File: config.mk
export PLATFORM = sky130hd
export DESIGN_NAME = aim_datapath
export DESIGN_NICKNAME = d
export VERILOG_FILES = /design/src/design/adaptive_interpolated_map_top_macros.svh /design/src/design/aim_pkg.sv /design/src/design/aim_div.sv /design/src/design/aim_datapath.sv
export SDC_FILE = /design/constraint.sdc
export NUM_CORES = 2
export LEC_CHECK = 0
export ABC_AREA = 1
export BUFFER_PORTS_ARGS = -buffer_cell sky130_fd_sc_hd__buf_2
export CAP_MARGIN = 5
export CORE_MARGIN = 2
export CORE_UTILIZATION = 25
export DETAILED_ROUTE_END_ITERATION = 10
export PLACE_DENSITY = 0.49
export SETUP_SLACK_MARGIN = 0.05
export SYNTH_ARGS = -nofsm -noshare
export SYNTH_HDL_FRONTEND = slang
export SYNTH_HIERARCHICAL = 1
export SYNTH_SLANG_ARGS = --single-unit
File: constraint.sdc
create_clock -name i_clk -period 17.8 [get_ports i_clk]
set_input_delay 1.78 -clock i_clk [delete_from_list [all_inputs] [get_ports i_clk]]
set_output_delay 1.78 -clock i_clk [all_outputs]
set_load 0.005 [all_outputs]
File: src/design/adaptive_interpolated_map_top_macros.svh
// assertion macros used by the adaptive interpolated map controller
// needs i_clk and i_rst_n in the scope of each use
`ifndef ADAPTIVE_INTERPOLATED_MAP_TOP_MACROS_SVH
`define ADAPTIVE_INTERPOLATED_MAP_TOP_MACROS_SVH

// same-cycle implication, checked outside reset
`define AIM_ASSERT_IMP(lbl, ante, cons, msg) \
    lbl: assert property (@(posedge i_clk) disable iff (!i_rst_n) (ante) |-> (cons)) \
        else $error(msg);

// next-cycle implication, checked outside reset
`define AIM_ASSERT_NXT(lbl, ante, cons, msg) \
    lbl: assert property (@(posedge i_clk) disable iff (!i_rst_n) (ante) |=> (cons)) \
        else $error(msg);

`endif

File: src/design/aim_pkg.sv
// shared types and constants of the adaptive interpolated map
// no dependencies
`timescale 1ns / 1ps
`default_nettype none

package aim_pkg;

    // table size default and register reset values
    localparam int          MAX_POINTS_DEF = 16;
    localparam logic [4:0]  PC_RESET       = 5'd16;
    localparam logic [15:0] THR_RESET      = 16'd0;

    // shared divider widths
    localparam int DVD_W = 40;
    localparam int DVS_W = 27;
    localparam int QUO_W = 24;

    // quotient bit counts of the two divisions
    localparam logic [4:0] INTERP_QBITS = 5'd24;
    localparam logic [4:0] CORR_QBITS   = 5'd16;

    typedef enum logic [1:0] {
        FUNC_LOOKUP    = 2'd0,
        FUNC_ADAPT     = 2'd1,
        FUNC_WRITE_BP  = 2'd2,
        FUNC_WRITE_MAP = 2'd3
    } t_func;

    typedef enum logic {
        CFG_POINT_COUNT      = 1'b0,
        CFG_CHANGE_THRESHOLD = 1'b1
    } t_cfg_idx;

    typedef enum logic [1:0] {
        DIV_INTERP  = 2'd0,
        DIV_CORR_LO = 2'd1,
        DIV_CORR_HI = 2'd2
    } t_div_sel;

    typedef struct packed {
        logic     capture;
        logic     wr_entry;
        logic     lat_lo;
        logic     lat_hi;
        logic     calc_pq;
        logic     calc_mul;
        logic     div_start;
        t_div_sel div_sel;
        logic     calc_interp;
        logic     calc_d;
        logic     calc_mul2;
        logic     calc_sig;
        logic     wr_map_lo;
        logic     wr_map_hi;
        logic     same_idx;
        logic     out_load;
    } t_cmd;

    typedef struct packed {
        t_func func;
        logic  x_le;
        logic  x_ge;
        logic  x_lt;
        logic  div_busy;
    } t_status;

endpackage

`default_nettype wire

File: src/design/aim_div.sv
// restoring divider, one quotient bit per cycle
// depends on aim_pkg
`timescale 1ns / 1ps
`default_nettype none

module aim_div (
    input  wire logic                        i_clk,
    input  wire logic                        i_rst_n,
    input  wire logic                        i_start,
    input  wire logic [aim_pkg::DVD_W-1:0]   i_dividend,
    input  wire logic [aim_pkg::DVS_W-1:0]   i_divisor,
    input  wire logic [4:0]                  i_qbits,
    output logic                             o_busy,
    output logic      [aim_pkg::QUO_W-1:0]   o_quotient
);

    localparam int DW = aim_pkg::DVS_W;
    localparam int QW = aim_pkg::QUO_W;

    logic [DW-1:0] r_rem;
    logic [QW-1:0] r_quo;
    logic [4:0]    r_cnt;
    logic          r_busy;
    logic [DW+1:0] w_diff;
    logic          w_ge;

    // trial subtract of the divisor from the shifted remainder
    assign w_diff = {1'b0, r_rem, r_quo[QW-1]} - {2'b00, i_divisor};
    assign w_ge   = !w_diff[DW+1];

    // control
    always_ff @(posedge i_clk) begin
        if (!i_rst_n) begin
            r_busy <= 1'b0;
            r_cnt  <= '0;
        end else if (i_start) begin
            r_busy <= (i_qbits != 5'd0);
            r_cnt  <= i_qbits;
        end else if (r_busy) begin
            r_busy <= (r_cnt != 5'd1);
            r_cnt  <= r_cnt - 5'd1;
        end
    end

    // remainder and quotient shift
    always_ff @(posedge i_clk) begin
        if (i_start) begin
            r_rem <= DW'(i_dividend >> i_qbits);
            r_quo <= QW'(i_dividend) << (5'(QW) - i_qbits);
        end else if (r_busy) begin
            r_rem <= w_ge ? DW'(w_diff) : DW'({r_rem, r_quo[QW-1]});
            r_quo <= {r_quo[QW-2:0], w_ge};
        end
    end

    assign o_busy     = r_busy;
    assign o_quotient = r_quo;

endmodule

`default_nettype wire

File: src/design/aim_datapath.sv
// tables, arithmetic and output word register of the interpolated map
// depends on aim_pkg and aim_div
`timescale 1ns / 1ps
`default_nettype none

module aim_datapath #(
    parameter int MAX_POINTS = aim_pkg::MAX_POINTS_DEF
) (
    input  wire logic                          i_clk,
    input  wire logic                          i_rst_n,
    input  wire aim_pkg::t_cmd                 i_cmd,
    input  wire logic [$clog2(MAX_POINTS)-1:0] i_rd_addr,
    input  wire logic [$clog2(MAX_POINTS)-1:0] i_wr_addr,
    output aim_pkg::t_status                   o_status,
    input  wire logic [15:0]                   i_change_threshold,
    input  wire logic [1:0]                    i_func,
    input  wire logic signed [15:0]            i_x_value,
    input  wire logic signed [15:0]            i_sample,
    input  wire logic [3:0]                    i_entry_index,
    input  wire logic signed [15:0]            i_entry_value,
    output logic signed [23:0]                 o_interp_value,
    output logic                               o_significant
);

    localparam int AW = $clog2(MAX_POINTS);

    function automatic logic signed [15:0] f_sat16(input logic signed [17:0] v);
        logic signed [15:0] res;
        if (v > 18'sd32767)       res = 16'sh7fff;
        else if (v < -18'sd32768) res = 16'sh8000;
        else                      res = 16'(v);
        return res;
    endfunction

    // captured item
    aim_pkg::t_func     r_func;
    logic signed [15:0] r_x;
    logic signed [15:0] r_sample;
    logic [3:0]         r_idx;
    logic signed [15:0] r_entry;

    // tables
    logic signed [15:0] r_bp_mem  [MAX_POINTS];
    logic signed [15:0] r_map_mem [MAX_POINTS];
    logic signed [15:0] r_bp_rd;
    logic signed [15:0] r_map_rd;

    // working registers
    logic signed [15:0] r_x1, r_x2, r_ylo, r_yhi;
    logic [15:0]        r_p, r_q, r_qmp;
    logic [15:0]        r_dy_mag;
    logic               r_dy_neg;
    logic [31:0]        r_prod_i;
    logic signed [23:0] r_interp;
    logic [23:0]        r_d_mag;
    logic               r_d_neg;
    logic [39:0]        r_prod_lo, r_prod_hi;
    logic [26:0]        r_div1280;
    logic [38:0]        r_thr_prod;
    logic               r_sig;
    logic signed [15:0] r_newlo;
    logic signed [23:0] r_out_interp;
    logic               r_out_sig;

    // combinational helpers
    logic signed [16:0] w_px, w_qx, w_dy;
    logic signed [24:0] w_ylo_s, w_int_sum;
    logic signed [25:0] w_d, w_d_abs;
    logic signed [17:0] w_corr, w_upd;
    logic signed [15:0] w_base, w_new;
    logic               w_in_range;
    logic               w_bp_we, w_map_we;
    logic [AW-1:0]      w_map_addr;
    logic signed [15:0] w_map_data;
    logic [aim_pkg::DVD_W-1:0] w_dividend;
    logic [aim_pkg::DVS_W-1:0] w_divisor;
    logic [4:0]         w_qbits;
    logic               w_div_busy;
    logic [aim_pkg::QUO_W-1:0] w_quo;

    // differences and sums
    assign w_px      = $signed({r_x[15], r_x}) - $signed({r_x1[15], r_x1});
    assign w_qx      = $signed({r_x2[15], r_x2}) - $signed({r_x1[15], r_x1});
    assign w_dy      = $signed({r_yhi[15], r_yhi}) - $signed({r_ylo[15], r_ylo});
    assign w_ylo_s   = $signed({r_ylo[15], r_ylo, 8'h00});
    assign w_int_sum = r_dy_neg ? (w_ylo_s - $signed({1'b0, w_quo}))
                                : (w_ylo_s + $signed({1'b0, w_quo}));
    assign w_d       = $signed({{2{r_sample[15]}}, r_sample, 8'h00})
                     - $signed({{2{r_interp[23]}}, r_interp});
    assign w_d_abs   = w_d[25] ? -w_d : w_d;

    // correction step of adapt
    assign w_corr = r_d_neg ? -$signed({2'b00, w_quo[15:0]}) : $signed({2'b00, w_quo[15:0]});
    assign w_base = i_cmd.wr_map_hi ? (i_cmd.same_idx ? r_newlo : r_yhi) : r_ylo;
    assign w_upd  = $signed({{2{w_base[15]}}, w_base}) + w_corr;
    assign w_new  = f_sat16(w_upd);

    // table write ports
    assign w_in_range = (32'(r_idx) < MAX_POINTS);
    assign w_bp_we    = i_cmd.wr_entry && w_in_range && (r_func == aim_pkg::FUNC_WRITE_BP);
    assign w_map_we   = (i_cmd.wr_entry && w_in_range && (r_func == aim_pkg::FUNC_WRITE_MAP))
                      || i_cmd.wr_map_lo || i_cmd.wr_map_hi;
    assign w_map_addr = i_cmd.wr_entry ? AW'(r_idx) : i_wr_addr;
    assign w_map_data = i_cmd.wr_entry ? r_entry : w_new;

    always_ff @(posedge i_clk) begin
        if (w_bp_we) begin
            r_bp_mem[AW'(r_idx)] <= r_entry;
        end
        r_bp_rd <= r_bp_mem[i_rd_addr];
    end

    always_ff @(posedge i_clk) begin
        if (w_map_we) begin
            r_map_mem[w_map_addr] <= w_map_data;
        end
        r_map_rd <= r_map_mem[i_rd_addr];
    end

    // divider operand select
    always_comb begin
        case (i_cmd.div_sel)
            aim_pkg::DIV_CORR_LO: begin
                w_dividend = r_prod_lo;
                w_divisor  = r_div1280;
                w_qbits    = aim_pkg::CORR_QBITS;
            end
            aim_pkg::DIV_CORR_HI: begin
                w_dividend = r_prod_hi;
                w_divisor  = r_div1280;
                w_qbits    = aim_pkg::CORR_QBITS;
            end
            default: begin
                w_dividend = {r_prod_i, 8'h00};
                w_divisor  = {11'd0, r_q};
                w_qbits    = aim_pkg::INTERP_QBITS;
            end
        endcase
    end

    aim_div u_div (
        .i_clk      (i_clk),
        .i_rst_n    (i_rst_n),
        .i_start    (i_cmd.div_start),
        .i_dividend (w_dividend),
        .i_divisor  (w_divisor),
        .i_qbits    (w_qbits),
        .o_busy     (w_div_busy),
        .o_quotient (w_quo)
    );

    // item capture and arithmetic steps
    always_ff @(posedge i_clk) begin
        if (i_cmd.capture) begin
            r_func   <= aim_pkg::t_func'(i_func);
            r_x      <= i_x_value;
            r_sample <= i_sample;
            r_idx    <= i_entry_index;
            r_entry  <= i_entry_value;
            r_interp <= '0;
            r_sig    <= 1'b0;
        end
        if (i_cmd.lat_lo) begin
            r_x1  <= r_bp_rd;
            r_ylo <= r_map_rd;
        end
        if (i_cmd.lat_hi) begin
            r_x2  <= r_bp_rd;
            r_yhi <= r_map_rd;
        end
        if (i_cmd.calc_pq) begin
            if (r_x2 > r_x1) begin
                r_p <= 16'(w_px);
                r_q <= 16'(w_qx);
            end else begin
                r_p <= 16'd0;
                r_q <= 16'd1;
            end
            r_dy_neg <= w_dy[16];
            r_dy_mag <= 16'(w_dy[16] ? -w_dy : w_dy);
        end
        if (i_cmd.calc_mul) begin
            r_prod_i <= r_dy_mag * r_p;
        end
        if (i_cmd.calc_interp) begin
            r_interp <= 24'(w_int_sum);
        end
        if (i_cmd.calc_d) begin
            r_d_neg <= w_d[25];
            r_d_mag <= 24'(w_d_abs);
            r_qmp   <= r_q - r_p;
        end
        if (i_cmd.calc_mul2) begin
            r_prod_lo  <= r_d_mag * r_qmp;
            r_prod_hi  <= r_d_mag * r_p;
            r_div1280  <= {1'b0, r_q, 10'd0} + {3'd0, r_q, 8'd0};
            r_thr_prod <= i_change_threshold * r_interp[22:0];
        end
        if (i_cmd.calc_sig) begin
            if (!r_interp[23] && (r_interp != '0)) begin
                r_sig <= ({8'd0, r_d_mag, 8'd0} > {1'b0, r_thr_prod});
            end else if (r_interp == '0) begin
                r_sig <= (r_d_mag != '0);
            end else begin
                r_sig <= 1'b0;
            end
        end
        if (i_cmd.wr_map_lo) begin
            r_newlo <= w_new;
        end
    end

    // output word register
    always_ff @(posedge i_clk) begin
        if (i_cmd.out_load) begin
            r_out_interp <= r_interp;
            r_out_sig    <= r_sig;
        end
    end

    // status back to the controller
    always_comb begin
        o_status.func     = r_func;
        o_status.x_le     = (r_x <= r_bp_rd);
        o_status.x_ge     = (r_x >= r_bp_rd);
        o_status.x_lt     = (r_x < r_bp_rd);
        o_status.div_busy = w_div_busy;
    end

    assign o_interp_value = r_out_interp;
    assign o_significant  = r_out_sig;

endmodule

`default_nettype wire

==> flow_metrics.env <==
export IMPL_yosys_top_cells_area="edfxtp_1 30%, fa_1 22%, nand2_1 11%"
export IMPL_end_kind="register"
export IMPL_synthTopCellsByCount="3,006 x nand2_1, 2,707 x inv_1, 1,106 x fa_1"
export IMPL_die_area_um2=412600
export IMPL_synth_area_per_cell_um2=8.507
export IMPL_cts_tree="done"
export IMPL_wl_per_cell_um=17.91
export IMPL_final_antenna_net_count=0
export IMPL_path_clk_slew_ns=0.06
export IMPL_yosysMostFrequentCell="nand2_1"
export IMPL_setup_viol=0
export IMPL_cts_root_buf="clkbuf_16"
export IMPL_cts_htree_levels=3
export IMPL_yosys_warnings=6
export IMPL_yosys_register_bits=1045
export IMPL_synth_compound_area_frac=0.07422
export IMPL_gr_total_overflow=0
export IMPL_start_util=0.2508
export IMPL_min_path_type="reg -> reg"
export IMPL_io_pins=128
export IMPL_worstPathArrival_ns=7.96
export IMPL_clk_latency_ns=0.83
export IMPL_die_height_um=642.3
export IMPL_slew_headroom=0.2015
export IMPL_maxSlewViolCount=0
export IMPL_max_freq_mhz=134.2
export IMPL_yosys_area_share_xor_xnor=0.02227
export IMPL_drc_errors=0
export IMPL_grt_antenna_before_repair=26
export IMPL_grt_max_degree=138
export IMPL_synth_top_family_by_area="adder cells"
export IMPL_dp_hpwl_um=230700
export IMPL_cts_buffers=116
export IMPL_maxCapViolCount=0
export IMPL_async_flop_share=0
export IMPL_fp_coreArea_um2=406100
export IMPL_finalHoldViolCount=0
export IMPL_row_count=234
export IMPL_track_usage=0.1498
export IMPL_synthAdderAreaFrac=0.2976
export IMPL_num_vias=77330
export IMPL_nets=13710
export IMPL_routed_wl_um=311300
export IMPL_rsz0062_at_grt="false"
export IMPL_dr_pass1_iters=7
export IMPL_crit_fanout=23
export IMPL_yosysUniqueCellTypes=65
export IMPL_postCtsSetupRepairBufs=0
export IMPL_path_class="in -> reg"
export IMPL_ctsResizeCount=0
export IMPL_clockBufferDepth=3
export IMPL_grt_pass1_wl_um=481800
export IMPL_synth_edf_count=1007
export IMPL_place_port_buffers=127
export IMPL_required_ns=18.31
export IMPL_dr_first_iter_drc_count=5563
export IMPL_synth_top_area_cell="edfxtp_1"
export IMPL_cp_start_kind="input port"
export IMPL_hold_buffers=0
export IMPL_synthMuxAreaShare=0.01317
export IMPL_holdWs_ns=0.4344
export IMPL_vias_per_cell=4.448
export IMPL_period_share=0.4187
export IMPL_clkSinkCount=1045
export IMPL_synthesis_area_um2=101900
export IMPL_period_needed_ns=7.453
export IMPL_outcome="finished clean"
export IMPL_syn_to_final_growth_pct=10.20
export IMPL_finalClockSkew_ns=0.1092
export IMPL_synthCells=11980
export IMPL_drive_gt1_frac=0.04695
export IMPL_die_w_um=642.3
export IMPL_synth_top_area_frac=0.2968
export IMPL_finalSetupTns_ns=0
export IMPL_gp_congestion=0.9002
export IMPL_worst_pin_slew_ns=1.198
export IMPL_ys_seq_area_frac=0.3043
export IMPL_grt_pass1_vias=78840
export IMPL_yosys_area_share_simple=0.1674
export IMPL_ys_flop_type="edfxtp_1"
[worst paths after layout]
kind                          from  slack (ns)  depth (start not counted)             end
min                    r_map_rd[5]        0.43                          0        r_yhi[5]
max          i_change_threshold[1]       10.35                         20  r_thr_prod[30]
max reg2reg            r_d_mag[10]       10.93                         21   r_prod_hi[33]
min reg2reg            r_map_rd[5]        0.43                          0        r_yhi[5]
[state kept, by name, indices dropped and copies added (netlist names), 19 cells and up]
name and count:
r_interp 24, r_bp_mem 256, r_thr_prod 39, r_map_mem 256, u_div/r_rem 27, r_prod_lo 40
r_d_mag 24, u_div/o_quotient 24, o_interp_value 24, r_prod_hi 40, r_prod_i 32, r_div1280 19
[stage by stage]
stage | utilization | worst slack (ns) | instances | instance area [um2]
floorplan | - | 10.78 | 11980 | 101900
global placement | 0.2671 | 9.835 | 17170 | 108500
detailed placement | 0.2671 | 9.777 | 17170 | 108500
CTS | 0.2764 | 10.61 | 17380 | 112200
global route | 0.2764 | 10.23 | 17380 | 112200
finish | 0.2764 | 10.35 | 17390 | 112300
[layer usage]
layer	global-route usage	share of wire	vias to the layer above	wire (um)
li1	-	-	36840	-
met1	0.2095	0.47	38380	145000
met2	0.2478	0.46	1749	144400
met3	0.01654	0.047	353	14710
met4	0.03369	0.023	8	7122
met5	0	0.00014	-	43
[critical path, stage by stage]
cell     delay (ns)
buf_2          0.45
nand2_1        0.16
fa_1           0.56
inv_1          0.06
fa_1           0.53
inv_1          0.06
fa_1           0.50
inv_1          0.05
fa_1           0.51
fa_1           0.50
inv_1          0.05
fa_1           0.47
inv_1          0.04
ha_1           0.35
nand2_1        0.12
nor2_1         0.27
inv_1          0.11
o41ai_1        1.00
a21oi_1        0.18
xnor2_1        0.19
[cells in the final DEF, fill, tap and decap left out, types with 16 or more instances in the layout]
cell,instances
nand2_1,3006
inv_1,2704
fa_1,1106
edfxtp_1,1007
ha_1,652
a21oi_1,579
nor2_1,465
nand3_1,447
o21ai_0,425
xor2_1,181
buf_4,159
o211ai_1,146
mux2i_1,134
buf_2,122
clkbuf_16,116
xnor2_1,73
nand4_1,68
nor3_1,40
nand3b_1,40
nor2_2,39
dfxtp_1,38
o21bai_1,36
a31oi_1,32
a21o_1,31
clkbuf_1,30
clkinv_1,22
nor4_1,21
nand2_2,20
clkinv_2,17
o22ai_1,16
[cell type report]
cell class / count / area [um2]
fill: 43840 / 293800
timing repair buffer: 283 / 1831
antenna: 8 / 20.02
sequential: 1045 / 31000
tap: 5428 / 6792
multi-input combinational: 7693 / 58650
inverter: 2716 / 10200
clock inverter: 59 / 651.9
clock buffer: 153 / 3112
[logic make-up (layout without fill, tap and decap cells)]
family,count (synthesis),count (layout)
multiplexers,134,134
flip-flops,1045,1045
AO/OA/AOI/OAI,1343,1343
AND/OR/NAND/NOR,4197,4197
buffers and inverters,3239,3211
XOR/XNOR,256,256
other,2,12
adder cells (fa/ha/maj),1759,1759
Power is left out: the tool's default activity adds up to more than one toggle a clock period on the data nets, which glitch-free logic cannot reach.
