**src/design/adaptive_interpolated_map_top_macros.svh**
```systemverilog
// assertion macros used by the adaptive interpolated map controller
// needs i_clk and i_rst_n in the scope of each use
`ifndef ADAPTIVE_INTERPOLATED_MAP_TOP_MACROS_SVH
`define ADAPTIVE_INTERPOLATED_MAP_TOP_MACROS_SVH

// same-cycle implication, checked outside reset
`define AIM_ASSERT_IMP(lbl, ante, cons, msg) \
    lbl: assert property (@(posedge i_clk) disable iff (!i_rst_n) (ante) |-> (cons)) \
        else $error(msg);

// next-cycle implication, checked outside reset
`define AIM_ASSERT_NXT(lbl, ante, cons, msg) \
    lbl: assert property (@(posedge i_clk) disable iff (!i_rst_n) (ante) |=> (cons)) \
        else $error(msg);

`endif

```
**src/design/aim_pkg.sv**
```systemverilog
// shared types and constants of the adaptive interpolated map
// no dependencies
`timescale 1ns / 1ps
`default_nettype none

package aim_pkg;

    // table size default and register reset values
    localparam int          MAX_POINTS_DEF = 16;
    localparam logic [4:0]  PC_RESET       = 5'd16;
    localparam logic [15:0] THR_RESET      = 16'd0;

    // shared divider widths
    localparam int DVD_W = 40;
    localparam int DVS_W = 27;
    localparam int QUO_W = 24;

    // quotient bit counts of the two divisions
    localparam logic [4:0] INTERP_QBITS = 5'd24;
    localparam logic [4:0] CORR_QBITS   = 5'd16;

    typedef enum logic [1:0] {
        FUNC_LOOKUP    = 2'd0,
        FUNC_ADAPT     = 2'd1,
        FUNC_WRITE_BP  = 2'd2,
        FUNC_WRITE_MAP = 2'd3
    } t_func;

    typedef enum logic {
        CFG_POINT_COUNT      = 1'b0,
        CFG_CHANGE_THRESHOLD = 1'b1
    } t_cfg_idx;

    typedef enum logic [1:0] {
        DIV_INTERP  = 2'd0,
        DIV_CORR_LO = 2'd1,
        DIV_CORR_HI = 2'd2
    } t_div_sel;

    typedef struct packed {
        logic     capture;
        logic     wr_entry;
        logic     lat_lo;
        logic     lat_hi;
        logic     calc_pq;
        logic     calc_mul;
        logic     div_start;
        t_div_sel div_sel;
        logic     calc_interp;
        logic     calc_d;
        logic     calc_mul2;
        logic     calc_sig;
        logic     wr_map_lo;
        logic     wr_map_hi;
        logic     same_idx;
        logic     out_load;
    } t_cmd;

    typedef struct packed {
        t_func func;
        logic  x_le;
        logic  x_ge;
        logic  x_lt;
        logic  div_busy;
    } t_status;

endpackage

`default_nettype wire

```
**src/design/aim_ctrl.sv**
```systemverilog
// sequencer of the interpolated map: breakpoint search, division and update steps
// depends on aim_pkg and the assertion macro header
`timescale 1ns / 1ps
`default_nettype none
`include "adaptive_interpolated_map_top_macros.svh"

module aim_ctrl #(
    parameter int MAX_POINTS = aim_pkg::MAX_POINTS_DEF
) (
    input  wire logic                          i_clk,
    input  wire logic                          i_rst_n,
    input  wire logic                          i_in_valid,
    output logic                               o_in_ready,
    output logic                               o_out_valid,
    input  wire logic                          i_out_ready,
    input  wire logic [4:0]                    i_point_count,
    input  wire aim_pkg::t_status              i_status,
    output aim_pkg::t_cmd                      o_cmd,
    output logic [$clog2(MAX_POINTS)-1:0]      o_rd_addr,
    output logic [$clog2(MAX_POINTS)-1:0]      o_wr_addr
);

    localparam int AW = $clog2(MAX_POINTS);

    typedef enum logic [4:0] {
        S_IDLE, S_START, S_CHK0, S_CHKN, S_SCAN_RD, S_SCAN_CHK,
        S_RD_LO, S_RD_HI, S_LAT_HI, S_PQ, S_MUL, S_DIVI, S_DIVI_W, S_INTERP,
        S_D, S_MUL2, S_SIG, S_DIVL, S_DIVL_W, S_WRL, S_DIVH, S_DIVH_W, S_WRH,
        S_FINISH
    } t_state;

    t_state        r_state;
    logic          r_out_valid;
    logic [AW-1:0] r_i, r_lo, r_hi;
    logic [AW-1:0] w_last;

    // last index in use, count clamped to one and to the table size
    always_comb begin
        if (i_point_count == 5'd0)                w_last = '0;
        else if (32'(i_point_count) >= MAX_POINTS) w_last = AW'(MAX_POINTS - 1);
        else                                      w_last = AW'(i_point_count - 5'd1);
    end

    // state and registered outputs
    always_ff @(posedge i_clk) begin
        if (!i_rst_n) begin
            r_state     <= S_IDLE;
            r_out_valid <= 1'b0;
        end else begin
            if (r_state == S_FINISH && (!r_out_valid || i_out_ready)) begin
                r_out_valid <= 1'b1;
            end else if (r_out_valid && i_out_ready) begin
                r_out_valid <= 1'b0;
            end
            case (r_state)
                S_IDLE: begin
                    if (i_in_valid) r_state <= S_START;
                end
                S_START: begin
                    if (i_status.func == aim_pkg::FUNC_WRITE_BP ||
                        i_status.func == aim_pkg::FUNC_WRITE_MAP) begin
                        r_state <= S_FINISH;
                    end else begin
                        r_state <= S_CHK0;
                    end
                end
                S_CHK0: begin
                    if (i_status.x_le) begin
                        r_lo    <= '0;
                        r_hi    <= '0;
                        r_state <= S_RD_LO;
                    end else begin
                        r_state <= S_CHKN;
                    end
                end
                S_CHKN: begin
                    if (i_status.x_ge) begin
                        r_lo    <= w_last;
                        r_hi    <= w_last;
                        r_state <= S_RD_LO;
                    end else begin
                        r_i     <= AW'(1);
                        r_state <= S_SCAN_RD;
                    end
                end
                S_SCAN_RD: r_state <= S_SCAN_CHK;
                S_SCAN_CHK: begin
                    if (i_status.x_lt || r_i == w_last) begin
                        r_lo    <= r_i - AW'(1);
                        r_hi    <= r_i;
                        r_state <= S_RD_LO;
                    end else begin
                        r_i     <= r_i + AW'(1);
                        r_state <= S_SCAN_RD;
                    end
                end
                S_RD_LO:  r_state <= S_RD_HI;
                S_RD_HI:  r_state <= S_LAT_HI;
                S_LAT_HI: r_state <= S_PQ;
                S_PQ:     r_state <= S_MUL;
                S_MUL:    r_state <= S_DIVI;
                S_DIVI:   r_state <= S_DIVI_W;
                S_DIVI_W: begin
                    if (!i_status.div_busy) r_state <= S_INTERP;
                end
                S_INTERP: begin
                    r_state <= (i_status.func == aim_pkg::FUNC_ADAPT) ? S_D : S_FINISH;
                end
                S_D:      r_state <= S_MUL2;
                S_MUL2:   r_state <= S_SIG;
                S_SIG:    r_state <= S_DIVL;
                S_DIVL:   r_state <= S_DIVL_W;
                S_DIVL_W: begin
                    if (!i_status.div_busy) r_state <= S_WRL;
                end
                S_WRL:    r_state <= S_DIVH;
                S_DIVH:   r_state <= S_DIVH_W;
                S_DIVH_W: begin
                    if (!i_status.div_busy) r_state <= S_WRH;
                end
                S_WRH:    r_state <= S_FINISH;
                S_FINISH: begin
                    if (!r_out_valid || i_out_ready) begin
                        r_state <= S_IDLE;
                    end
                end
                default:  r_state <= S_IDLE;
            endcase
        end
    end

    // command decode
    always_comb begin
        o_cmd             = '0;
        o_cmd.div_sel     = aim_pkg::DIV_INTERP;
        o_rd_addr         = '0;
        o_wr_addr         = r_lo;
        o_cmd.capture     = (r_state == S_IDLE) && i_in_valid;
        o_cmd.wr_entry    = (r_state == S_START);
        o_cmd.lat_lo      = (r_state == S_RD_HI);
        o_cmd.lat_hi      = (r_state == S_LAT_HI);
        o_cmd.calc_pq     = (r_state == S_PQ);
        o_cmd.calc_mul    = (r_state == S_MUL);
        o_cmd.calc_interp = (r_state == S_INTERP);
        o_cmd.calc_d      = (r_state == S_D);
        o_cmd.calc_mul2   = (r_state == S_MUL2);
        o_cmd.calc_sig    = (r_state == S_SIG);
        o_cmd.wr_map_lo   = (r_state == S_WRL);
        o_cmd.wr_map_hi   = (r_state == S_WRH);
        o_cmd.same_idx    = (r_lo == r_hi);
        o_cmd.out_load    = (r_state == S_FINISH) && (!r_out_valid || i_out_ready);
        case (r_state)
            S_CHK0:    o_rd_addr = w_last;
            S_SCAN_RD: o_rd_addr = r_i;
            S_RD_LO:   o_rd_addr = r_lo;
            S_RD_HI:   o_rd_addr = r_hi;
            S_DIVI:    o_cmd.div_start = 1'b1;
            S_DIVL: begin
                o_cmd.div_start = 1'b1;
                o_cmd.div_sel   = aim_pkg::DIV_CORR_LO;
            end
            S_DIVL_W:  o_cmd.div_sel = aim_pkg::DIV_CORR_LO;
            S_DIVH: begin
                o_cmd.div_start = 1'b1;
                o_cmd.div_sel   = aim_pkg::DIV_CORR_HI;
            end
            S_DIVH_W:  o_cmd.div_sel = aim_pkg::DIV_CORR_HI;
            S_WRH:     o_wr_addr = r_hi;
            default:   o_rd_addr = '0;
        endcase
    end

    assign o_in_ready  = (r_state == S_IDLE);
    assign o_out_valid = r_out_valid;

    // checks
    `AIM_ASSERT_NXT(a_div_runs, o_cmd.div_start, i_status.div_busy, "divider did not start")
    `AIM_ASSERT_IMP(a_scan_bound, r_state == S_SCAN_CHK, (r_i <= w_last) && (r_i != '0), "scan index out of range")
    `AIM_ASSERT_IMP(a_bracket, r_state == S_RD_LO, (r_hi == r_lo) || (r_hi == r_lo + AW'(1)), "bad bracket")
    `AIM_ASSERT_IMP(a_map_upd_adapt, o_cmd.wr_map_lo || o_cmd.wr_map_hi, i_status.func == aim_pkg::FUNC_ADAPT, "map update outside adapt")
    `AIM_ASSERT_IMP(a_out_no_overwrite, o_cmd.out_load, !r_out_valid || i_out_ready, "pending result overwritten")

endmodule

`default_nettype wire

```
**config.mk**
```make
export PLATFORM = sky130hd
export DESIGN_NAME = aim_ctrl
export DESIGN_NICKNAME = d
export VERILOG_FILES = /design/src/design/aim_pkg.sv /design/src/design/aim_ctrl.sv
export VERILOG_INCLUDE_DIRS = /design/src /design/src/design
export SDC_FILE = /design/constraint.sdc
export NUM_CORES = 1
export LEC_CHECK = 0
export BUFFER_PORTS_ARGS = -buffer_cell sky130_fd_sc_hd__buf_2
export CELL_PAD_IN_SITES_DETAIL_PLACEMENT = 0
export CELL_PAD_IN_SITES_GLOBAL_PLACEMENT = 1
export CORE_UTILIZATION = 40
export CTS_BUF_LIST = sky130_fd_sc_hd__clkbuf_4
export DETAILED_ROUTE_END_ITERATION = 10
export GPL_ROUTABILITY_DRIVEN = 0
export PLACE_DENSITY_LB_ADDON = 0.1
export SYNTH_ARGS = -nofsm -noshare
export SYNTH_HDL_FRONTEND = slang
export SYNTH_SLANG_ARGS = --single-unit
```
**constraint.sdc**
```tcl
create_clock -name i_clk -period 3.48 [get_ports i_clk]
set_input_delay 1.044 -clock i_clk [delete_from_list [all_inputs] [get_ports i_clk]]
set_output_delay 1.044 -clock i_clk [all_outputs]
set_load 0.02 [all_outputs]
```
==> summary.md, run 1 <==
| Metric | Value |
|---|---|
| Result of the run | `complete, no violations` |
| Number of global-route vias before repair | `1456` |
| Worst hold path type | `flop to flop` |
| Count of port buffers added during placement | `between 40 and 50` |
| Clock insertion delay at the later pin of the skew report | `slightly below 300 ps` |
| Inserted Diodes | `0` |
| Actual slew at the worst max-slew pin | `about 670 ps` |
| Overall Global Routing Usage | `approximately a fifth` |
| Total buffers and inverters traversed by the critical path | `3` |
| Area share of the largest cell type after synthesis | `21.72%` |
| Setup slack after placement | `~63 ps` |
| Drt wl/cell | `around 15 um` |
| Most frequent cells in the layout | `buf_2 (40), nand2_1 (27), nor2_1 (15), edfxtp_1 (12)` |
| Share of final-layout standard cells stronger than drive strength 1 | `between 20% and 30%` |
| Max H-tree Level | `1` |
| Uppermost routed layer | `met4` |
| Worst flop-to-flop path endpoint | `r_i[2]` |
| Largest stage delay on the critical path | `between 300 and 400 ps` |
| Worst IR drop on VDD | `243.2 uV` |
| Initial core utilization | `41.48%` |
| Critical path peak fanout | `4` |
| Crit path arrival time | `between 2000 and 2500 ps` |
| Synth async-reset ratio | `0%` |
| Remaining antenna violation count | `0` |
| Post-Route Setup TNS | `0 ps` |
| Launching instance or port of the critical path | `i_point_count[0]` |
| Synthesis Warnings | `0` |
| Met2 routed WL | `between 1500 and 2000 um` |
| Sort of element at the end of the critical path | `output port` |
| Post-synthesis cell count | `~210` |
| Final instance area | `approximately 1900 sq um` |
| Number of buffers on the longest clock path | `2` |
| Number of resized instances in the post-cts repair step | `0` |
| Wire length of the first global-routing pass | `between 6000 and 7000 um` |
| Number of enable flip-flop cells after synthesis | `12` |
| Clock-pin transition on the worst setup and hold timing paths | `around 110 ps` |
| DR DRC count | `0` |
| Worst reg-to-reg setup slack | `around 1400 ps` |
| Share of the clock period used by the worst path after layout | `97.41%` |
| Overall die width | `between 60 and 70 um` |
| Count of max-cap constraint violations | `0` |
| Number of non-filler instances in the completed layout | `296` |
| Total via count in the routed design | `about 1700` |
| Most common cell after layout, fill and taps aside | `buf_2` |
| Area inside the core boundary | `4000 sq um` |
| FP Rows | `23` |
| Number of sinks driven by the clock tree | `18` |
| Layout overhead on the synthesized area | `16.06%` |
| Flops & latches, synth | `18` |
| Reg2reg path depth | `4` |
| Levels on crit path | `8` |
| Last element of the critical path | `o_rd_addr[2]` |
| Total count of max-transition violations in the final report | `0` |
| Startpoint of the worst-slack reg-to-reg timing path | `r_state[1]` |
| Overflow left after global routing | `0` |
| Estimated wirelength of the detail-placed design | `roughly 3500 um` |
| Post-Synthesis Cell Area | `1659 sq um` |
| Main synth FF type | `edfxtp_1` |
| Number of buffers inserted during clock tree synthesis | `3` |
| PD cells | `just under 600 nW/um^2` |
| Share of synthesized area occupied by flip-flops and latches | `28.96%` |
| Setup Viol. Count Final | `0` |
| Critical-path cell with the highest stage delay | `o211ai_1` |
| Die boundary height | `66.40 um` |
| Total Wirelength | `4395 um` |
| Worst Skew | `approximately 11 ps` |
| Critical hold path startpoint | `r_state[1]` |
| Routed length on met3 | `between 300 and 400 um` |
| Vias per cell | `roughly 5.6` |
| CTS Root Buffer Type | `clkbuf_4` |
| Total Die Area | `between 4000 and 5000 sq um` |
| M1 WL | `about 2100 um` |
| Filler cells | `around 400` |
| Number of top-level pins | `42` |
| Maximum number of pins on one net before global-route repair | `21` |
| Number of placed instances, taps included | `292` |
| Final net count | `266` |
| Cell family with the largest share of critical-path delay | `compound AO/OA/AOI/OAI gates` |
| Worst setup slack after layout | `~90 ps` |
| Number of antenna violations at the first check in global routing | `0` |
| Buffers inserted during post-CTS setup optimization | `0` |
| Net count after synthesis | `between 200 and 250` |
| Number of unique standard cell types used by synthesis | `51` |
| Category of the worst setup path launch point | `input pin` |
| Required time of the critical path | `2440 ps` |
| Synth area leaders | `edfxtp_1 (22%), dfxtp_1 (7.2%), nand2_1 (6.1%)` |
| Cell accounting for the most synthesized area | `edfxtp_1` |
| Pleak | `~0.84 nW` |
| Post-placement cell area | `1892 sq um` |
| Crit path time final | `between 3000 and 4000 ps` |
| Ordered cell list for the critical path | `buf_2 > inv_1 > ha_1 > nor2b_1 > o211ai_1 > a22oi_1 > o22ai_1 > buf_4` |
| Number of DRC violations after detailed-routing iteration 0 | `approximately 160` |
| Tightest slew margin relative to the limit | `a little over half` |
| Number of hold violations in the final report | `0` |
| Achievable frequency | `295.0 MHz` |
| Hold buffer count at cts | `0` |
| CTS tree | `yes` |
| Syn avg cell area | `around 7.9 sq um` |
| Kind of critical path | `input pin to output port` |
| Count of TritonRoute iterations in the first routing pass | `4` |
[flip-flops by register name (all words and copies together) (netlist names)]
| name | count |
|---|---|
| r_state | 5 |
| r_hi | 4 |
| r_i | 4 |
| r_lo | 4 |
| o_out_valid | 1 |
[metrics by stage]
stage / hold slack [ps] / total power [mW] / util (%)
4_1_cts: 639.6 / 1.128 / 47.95
3_5_place_dp: 617.9 / 1.023 / 47.29
6_report: 632.4 / 1.135 / 48.14
3_3_place_gp: 634.8 / 1.012 / 47.29
2_1_floorplan: 627.3 / 0.8568 / -
5_1_grt: 689.0 / 1.223 / 48.14
[how the worst min path moves through the flow]
stage,endpoint,slack [ps],cells after the start
floorplan,r_state[3],630,2
global placement,r_state[1],630,2
detailed placement,r_state[1],620,2
CTS,r_state[1],640,2
global route,r_state[1],690,2
finish,r_state[1],630,2
[cell families after synthesis]
| kind of cell | Yosys count | synth area share [%] |
|---|---|---|
| xor gates and xnor gates | 13 | 6.863 |
| AOI/OAI and AO/OA | 48 | 20.51 |
| adders and majority gates | 4 | 3.017 |
| muxes | 5 | 3.092 |
| buffers and inverters | 25 | 7.089 |
| and+or+nand+nor | 98 | 30.47 |
| DFF | 18 | 28.96 |
[report_power, final]
part	switching [mW]	leakage (nW)	total, mW	internal [mW]
combinational	0.401	0.668	0.677	0.276
sequential	0.0764	0.160	0.349	0.273
clock	0.0666	0.0154	0.108	0.0416
[layout make-up]
cell class	instances	area (sq um)	share of cell area [%]
multi-input combinational	168	1066	55.36
sequential	18	480.5	24.95
inverter	8	30.03	1.559
tap	50	62.56	3.249
clock buffer	3	22.52	1.170
timing repair buffer	48	260.3	13.52
clock inverter	1	3.754	0.1949
[per-layer routing]
layer / vias up / GRT usage, %
li1: 829 / -
met1: 764 / 30.71
met2: 72 / 31.38
met3: 4 / 1.552
met4: 0 / 3.723
met5: - / 0
[Yosys cell counts, drive strengths merged (2+ instances only)]
| cell | count |
|---|---|
| a211o | 2 |
| a21o | 3 |
| a21oi | 4 |
| a22o | 3 |
| a22oi | 4 |
| a31oi | 2 |
| a32o | 2 |
| and2 | 4 |
| and3 | 3 |
| buf | 12 |
| clkbuf | 5 |
| dfxtp | 6 |
| edfxtp | 12 |
| ha | 4 |
| inv | 8 |
| mux2i | 4 |
| nand2 | 27 |
| nand2b | 9 |
| nand3 | 10 |
| nand4 | 2 |
| nor2 | 15 |
| nor2b | 9 |
| nor3 | 10 |
| nor3b | 3 |
| o211ai | 4 |
| o21ai | 11 |
| o22ai | 3 |
| xnor2 | 8 |
| xor2 | 5 |
[tightest hold or removal path: cells and delay by family (launching register included)]
family | cells | cell delay [ps]
AOI/OAI and AO/OA | 1 | 90
DFF | 1 | 410
and+or+nand+nor | 1 | 100
Power figures use the tool's default switching activity.
==> run 2: changes to the inputs <==
Settings changed: PLACE_DENSITY from default to 0.92, PLACE_DENSITY_LB_ADDON 0.1 to default.
==> run 2 against run 1 <==
  * Clock power up 5%
  * First-iteration DRC count fell by 34%
  * Non-clock buffer count grew 1
  * Count of clock-buffer cells in the layout unchanged
  * Wire length is 4.1% lower
  * Utilization is the same
  * Clock skew fell by 5.6 ps
  * Critical path depth unchanged
  * Setup slack better by 25 ps
  * Sequential power increased by 5%
  * Die area stayed put
  * Via count down 1.8%
  * Largest cell class unchanged
  * Largest power group unchanged
  * Highest routed layer unchanged
==> summary.md, run 2 (synthesis gave the netlist of run 1 again) <==
| Metric | Value |
|---|---|
| Initial core utilization | `between 40 and 50%` |
| Core occupancy in the finished layout | `48.14%` |
| Flip-flop count of the largest register, all copies and words added | `5` |
| Total Wirelength | `around 4200 um` |
| Remaining antenna violation count | `0` |
| Critical-path cell with the highest stage delay | `o21ai_0` |
| Total count of max-transition violations in the final report | `0` |
| Count of max-cap constraint violations | `0` |
| Crit path time final | `about 3400 ps` |
| Required time of the critical path | `around 2400 ps` |
| Ordered cell list for the critical path | `buf_2 > inv_1 > ha_1 > nor3b_1 > o21ai_0 > a22oi_1 > o22ai_1 > buf_2` |
| Wire length of the first global-routing pass | `roughly 6700 um` |
| Worst IR drop on VDD | `244.8 uV` |
| Largest stage delay on the critical path | `280 ps` |
| Total via count in the routed design | `about 1600` |
| Maximum number of pins on one net before global-route repair | `25` |
| Switching share of power | `about 48%` |
| Buffers inserted during post-CTS setup optimization | `0` |
| Overall die width | `66.40 um` |
| Critical path peak fanout | `4` |
| Layout overhead on the synthesized area | `16.06%` |
| Worst reg-to-reg setup slack | `between 1000 and 1500 ps` |
| Number of sinks driven by the clock tree | `18` |
| Overflow left after global routing | `0` |
| Most frequent cells in the layout | `buf_2 (41), nand2_1 (27), nor2_1 (15), edfxtp_1 (12), o21ai_0 (11)` |
| Worst Skew | `5.123 ps` |
| Number of resized instances in the post-cts repair step | `0` |
| Tightest slew margin relative to the limit | `approximately 50%` |
| Area inside the core boundary | `~4000 sq um` |
| Estimated wirelength of the detail-placed design | `approximately 3200 um` |
| Achievable frequency | `between 200 and 300 MHz` |
| Clock insertion delay at the later pin of the skew report | `roughly 290 ps` |
| Setup slack after placement | `between 100 and 150 ps` |
| Max H-tree Level | `1` |
| Crit path arrival time | `about 2300 ps` |
| Number of antenna violations at the first check in global routing | `0` |
| Combinational power share | `between 50 and 60%` |
| Unrepaired setup endpoints after global routing | `false` |
| Actual slew at the worst max-slew pin | `between 700 and 800 ps` |
| Total Die Area | `roughly 4400 sq um` |
| CTS tree | `yes` |
| Cell Int Power | `~600 uW` |
| Die boundary height | `approximately 66 um` |
| Category of the worst setup path launch point | `input pin` |
| Final net count | `around 270` |
| Post-Route Setup TNS | `0 ps` |
| Post-placement cell area | `approximately 1900 sq um` |
| Share of total power in the clock network | `around a tenth` |
| Number of global-route vias before repair | `approximately 1400` |
| CTS Root Buffer Type | `clkbuf_4` |
| Number of top-level pins | `42` |
| Count of port buffers added during placement | `roughly 40` |
| Pleak | `around 0.85 nW` |
| Overall Global Routing Usage | `around a fifth` |
| Post-route worst hold slack | `665.1 ps` |
| Worst hold path type | `flop to flop` |
| Count of TritonRoute iterations in the first routing pass | `4` |
| Number of buffers inserted during clock tree synthesis | `3` |
| Cell family with the largest share of critical-path delay | `compound AO/OA/AOI/OAI gates` |
| Number of hold violations in the final report | `0` |
| Cell repeated most along the worst path | `buf_2` |
| Final instance area | `1926 sq um` |
| Result of the run | `complete, no violations` |
| Number of buffers on the longest clock path | `2` |
| Total buffers and inverters traversed by the critical path | `3` |
| Drt wl/cell | `between 10 and 15 um` |
| Hold buffer count at cts | `0` |
| Clock-pin transition on the worst setup and hold timing paths | `~120 ps` |
| PD cells | `589.0 nW/um^2` |
| Share of final-layout standard cells stronger than drive strength 1 | `22.27%` |
| Kind of critical path | `input pin to output port` |
| Worst setup slack after layout | `around 110 ps` |
| Sw Pwr | `~550 uW` |
| DR DRC count | `0` |
| Fraction of power consumed by sequential logic | `approximately 32%` |
| Share of the clock period used by the worst path after layout | `between 90% and 100%` |
| Inserted Diodes | `0` |
| Biggest register | `r_state` |
| Sort of element at the end of the critical path | `output port` |
| Vias per cell | `about 5.5` |
| Setup Viol. Count Final | `0` |
| FP Rows | `23` |
| Most common cell after layout, fill and taps aside | `buf_2` |
| Number of DRC violations after detailed-routing iteration 0 | `about 100` |
## run 2: layout make-up
type	count	area, sq um
Sequential cell	18	480.5
Inverter	8	30.03
Clock inverter	1	3.754
Clock buffer	3	22.52
Multi-Input combinational cell	168	1061
Tap cell	50	62.56
Timing Repair Buffer	49	265.3
Fill cell	395	2074
## run 2: worst register-to-register path: cells and delay by family, from the launching register on
kind	cells	cell delay [ps]
flip-flops	1	820
AO/OA/AOI/OAI	1	350
AND/OR/NAND/NOR	2	800
## run 2: power by group through the flow
stage / Sequential (mW) / Combinational [mW] / Clock [mW]
final: 0.366 / 0.655 / 0.113
after global routing: 0.378 / 0.721 / 0.126
after CTS: 0.364 / 0.652 / 0.112
after detailed placement: 0.369 / 0.650 / 0
after global placement: 0.368 / 0.649 / 0
after floorplan: 0.299 / 0.558 / 0
## run 2: final timing paths
kind,from,endpoint,depth (start not counted)
worst max-delay path,i_point_count[0],o_rd_addr[0],8
worst max register to register,r_state[0],r_i[0],3
worst min register to register,o_out_valid,o_out_valid,3
worst min-delay path,o_out_valid,o_out_valid,3
## run 2: through the flow
| step | power, mW | instances |
|---|---|---|
| final | 1.134 | 297 |
| after global routing | 1.225 | 297 |
| after global placement | 1.018 | 293 |
| after detailed placement | 1.020 | 293 |
| after floorplan | 0.8568 | 211 |
| after CTS | 1.128 | 297 |
## run 2: metal layers
metal  wire, um  vias to the layer above  track usage, %
met1       2037                      741           28.21
met2       1856                       68           30.36
met3        263                        6           2.931
li1           -                      824               -
met4         56                        0           7.979
met5          0                        -               0
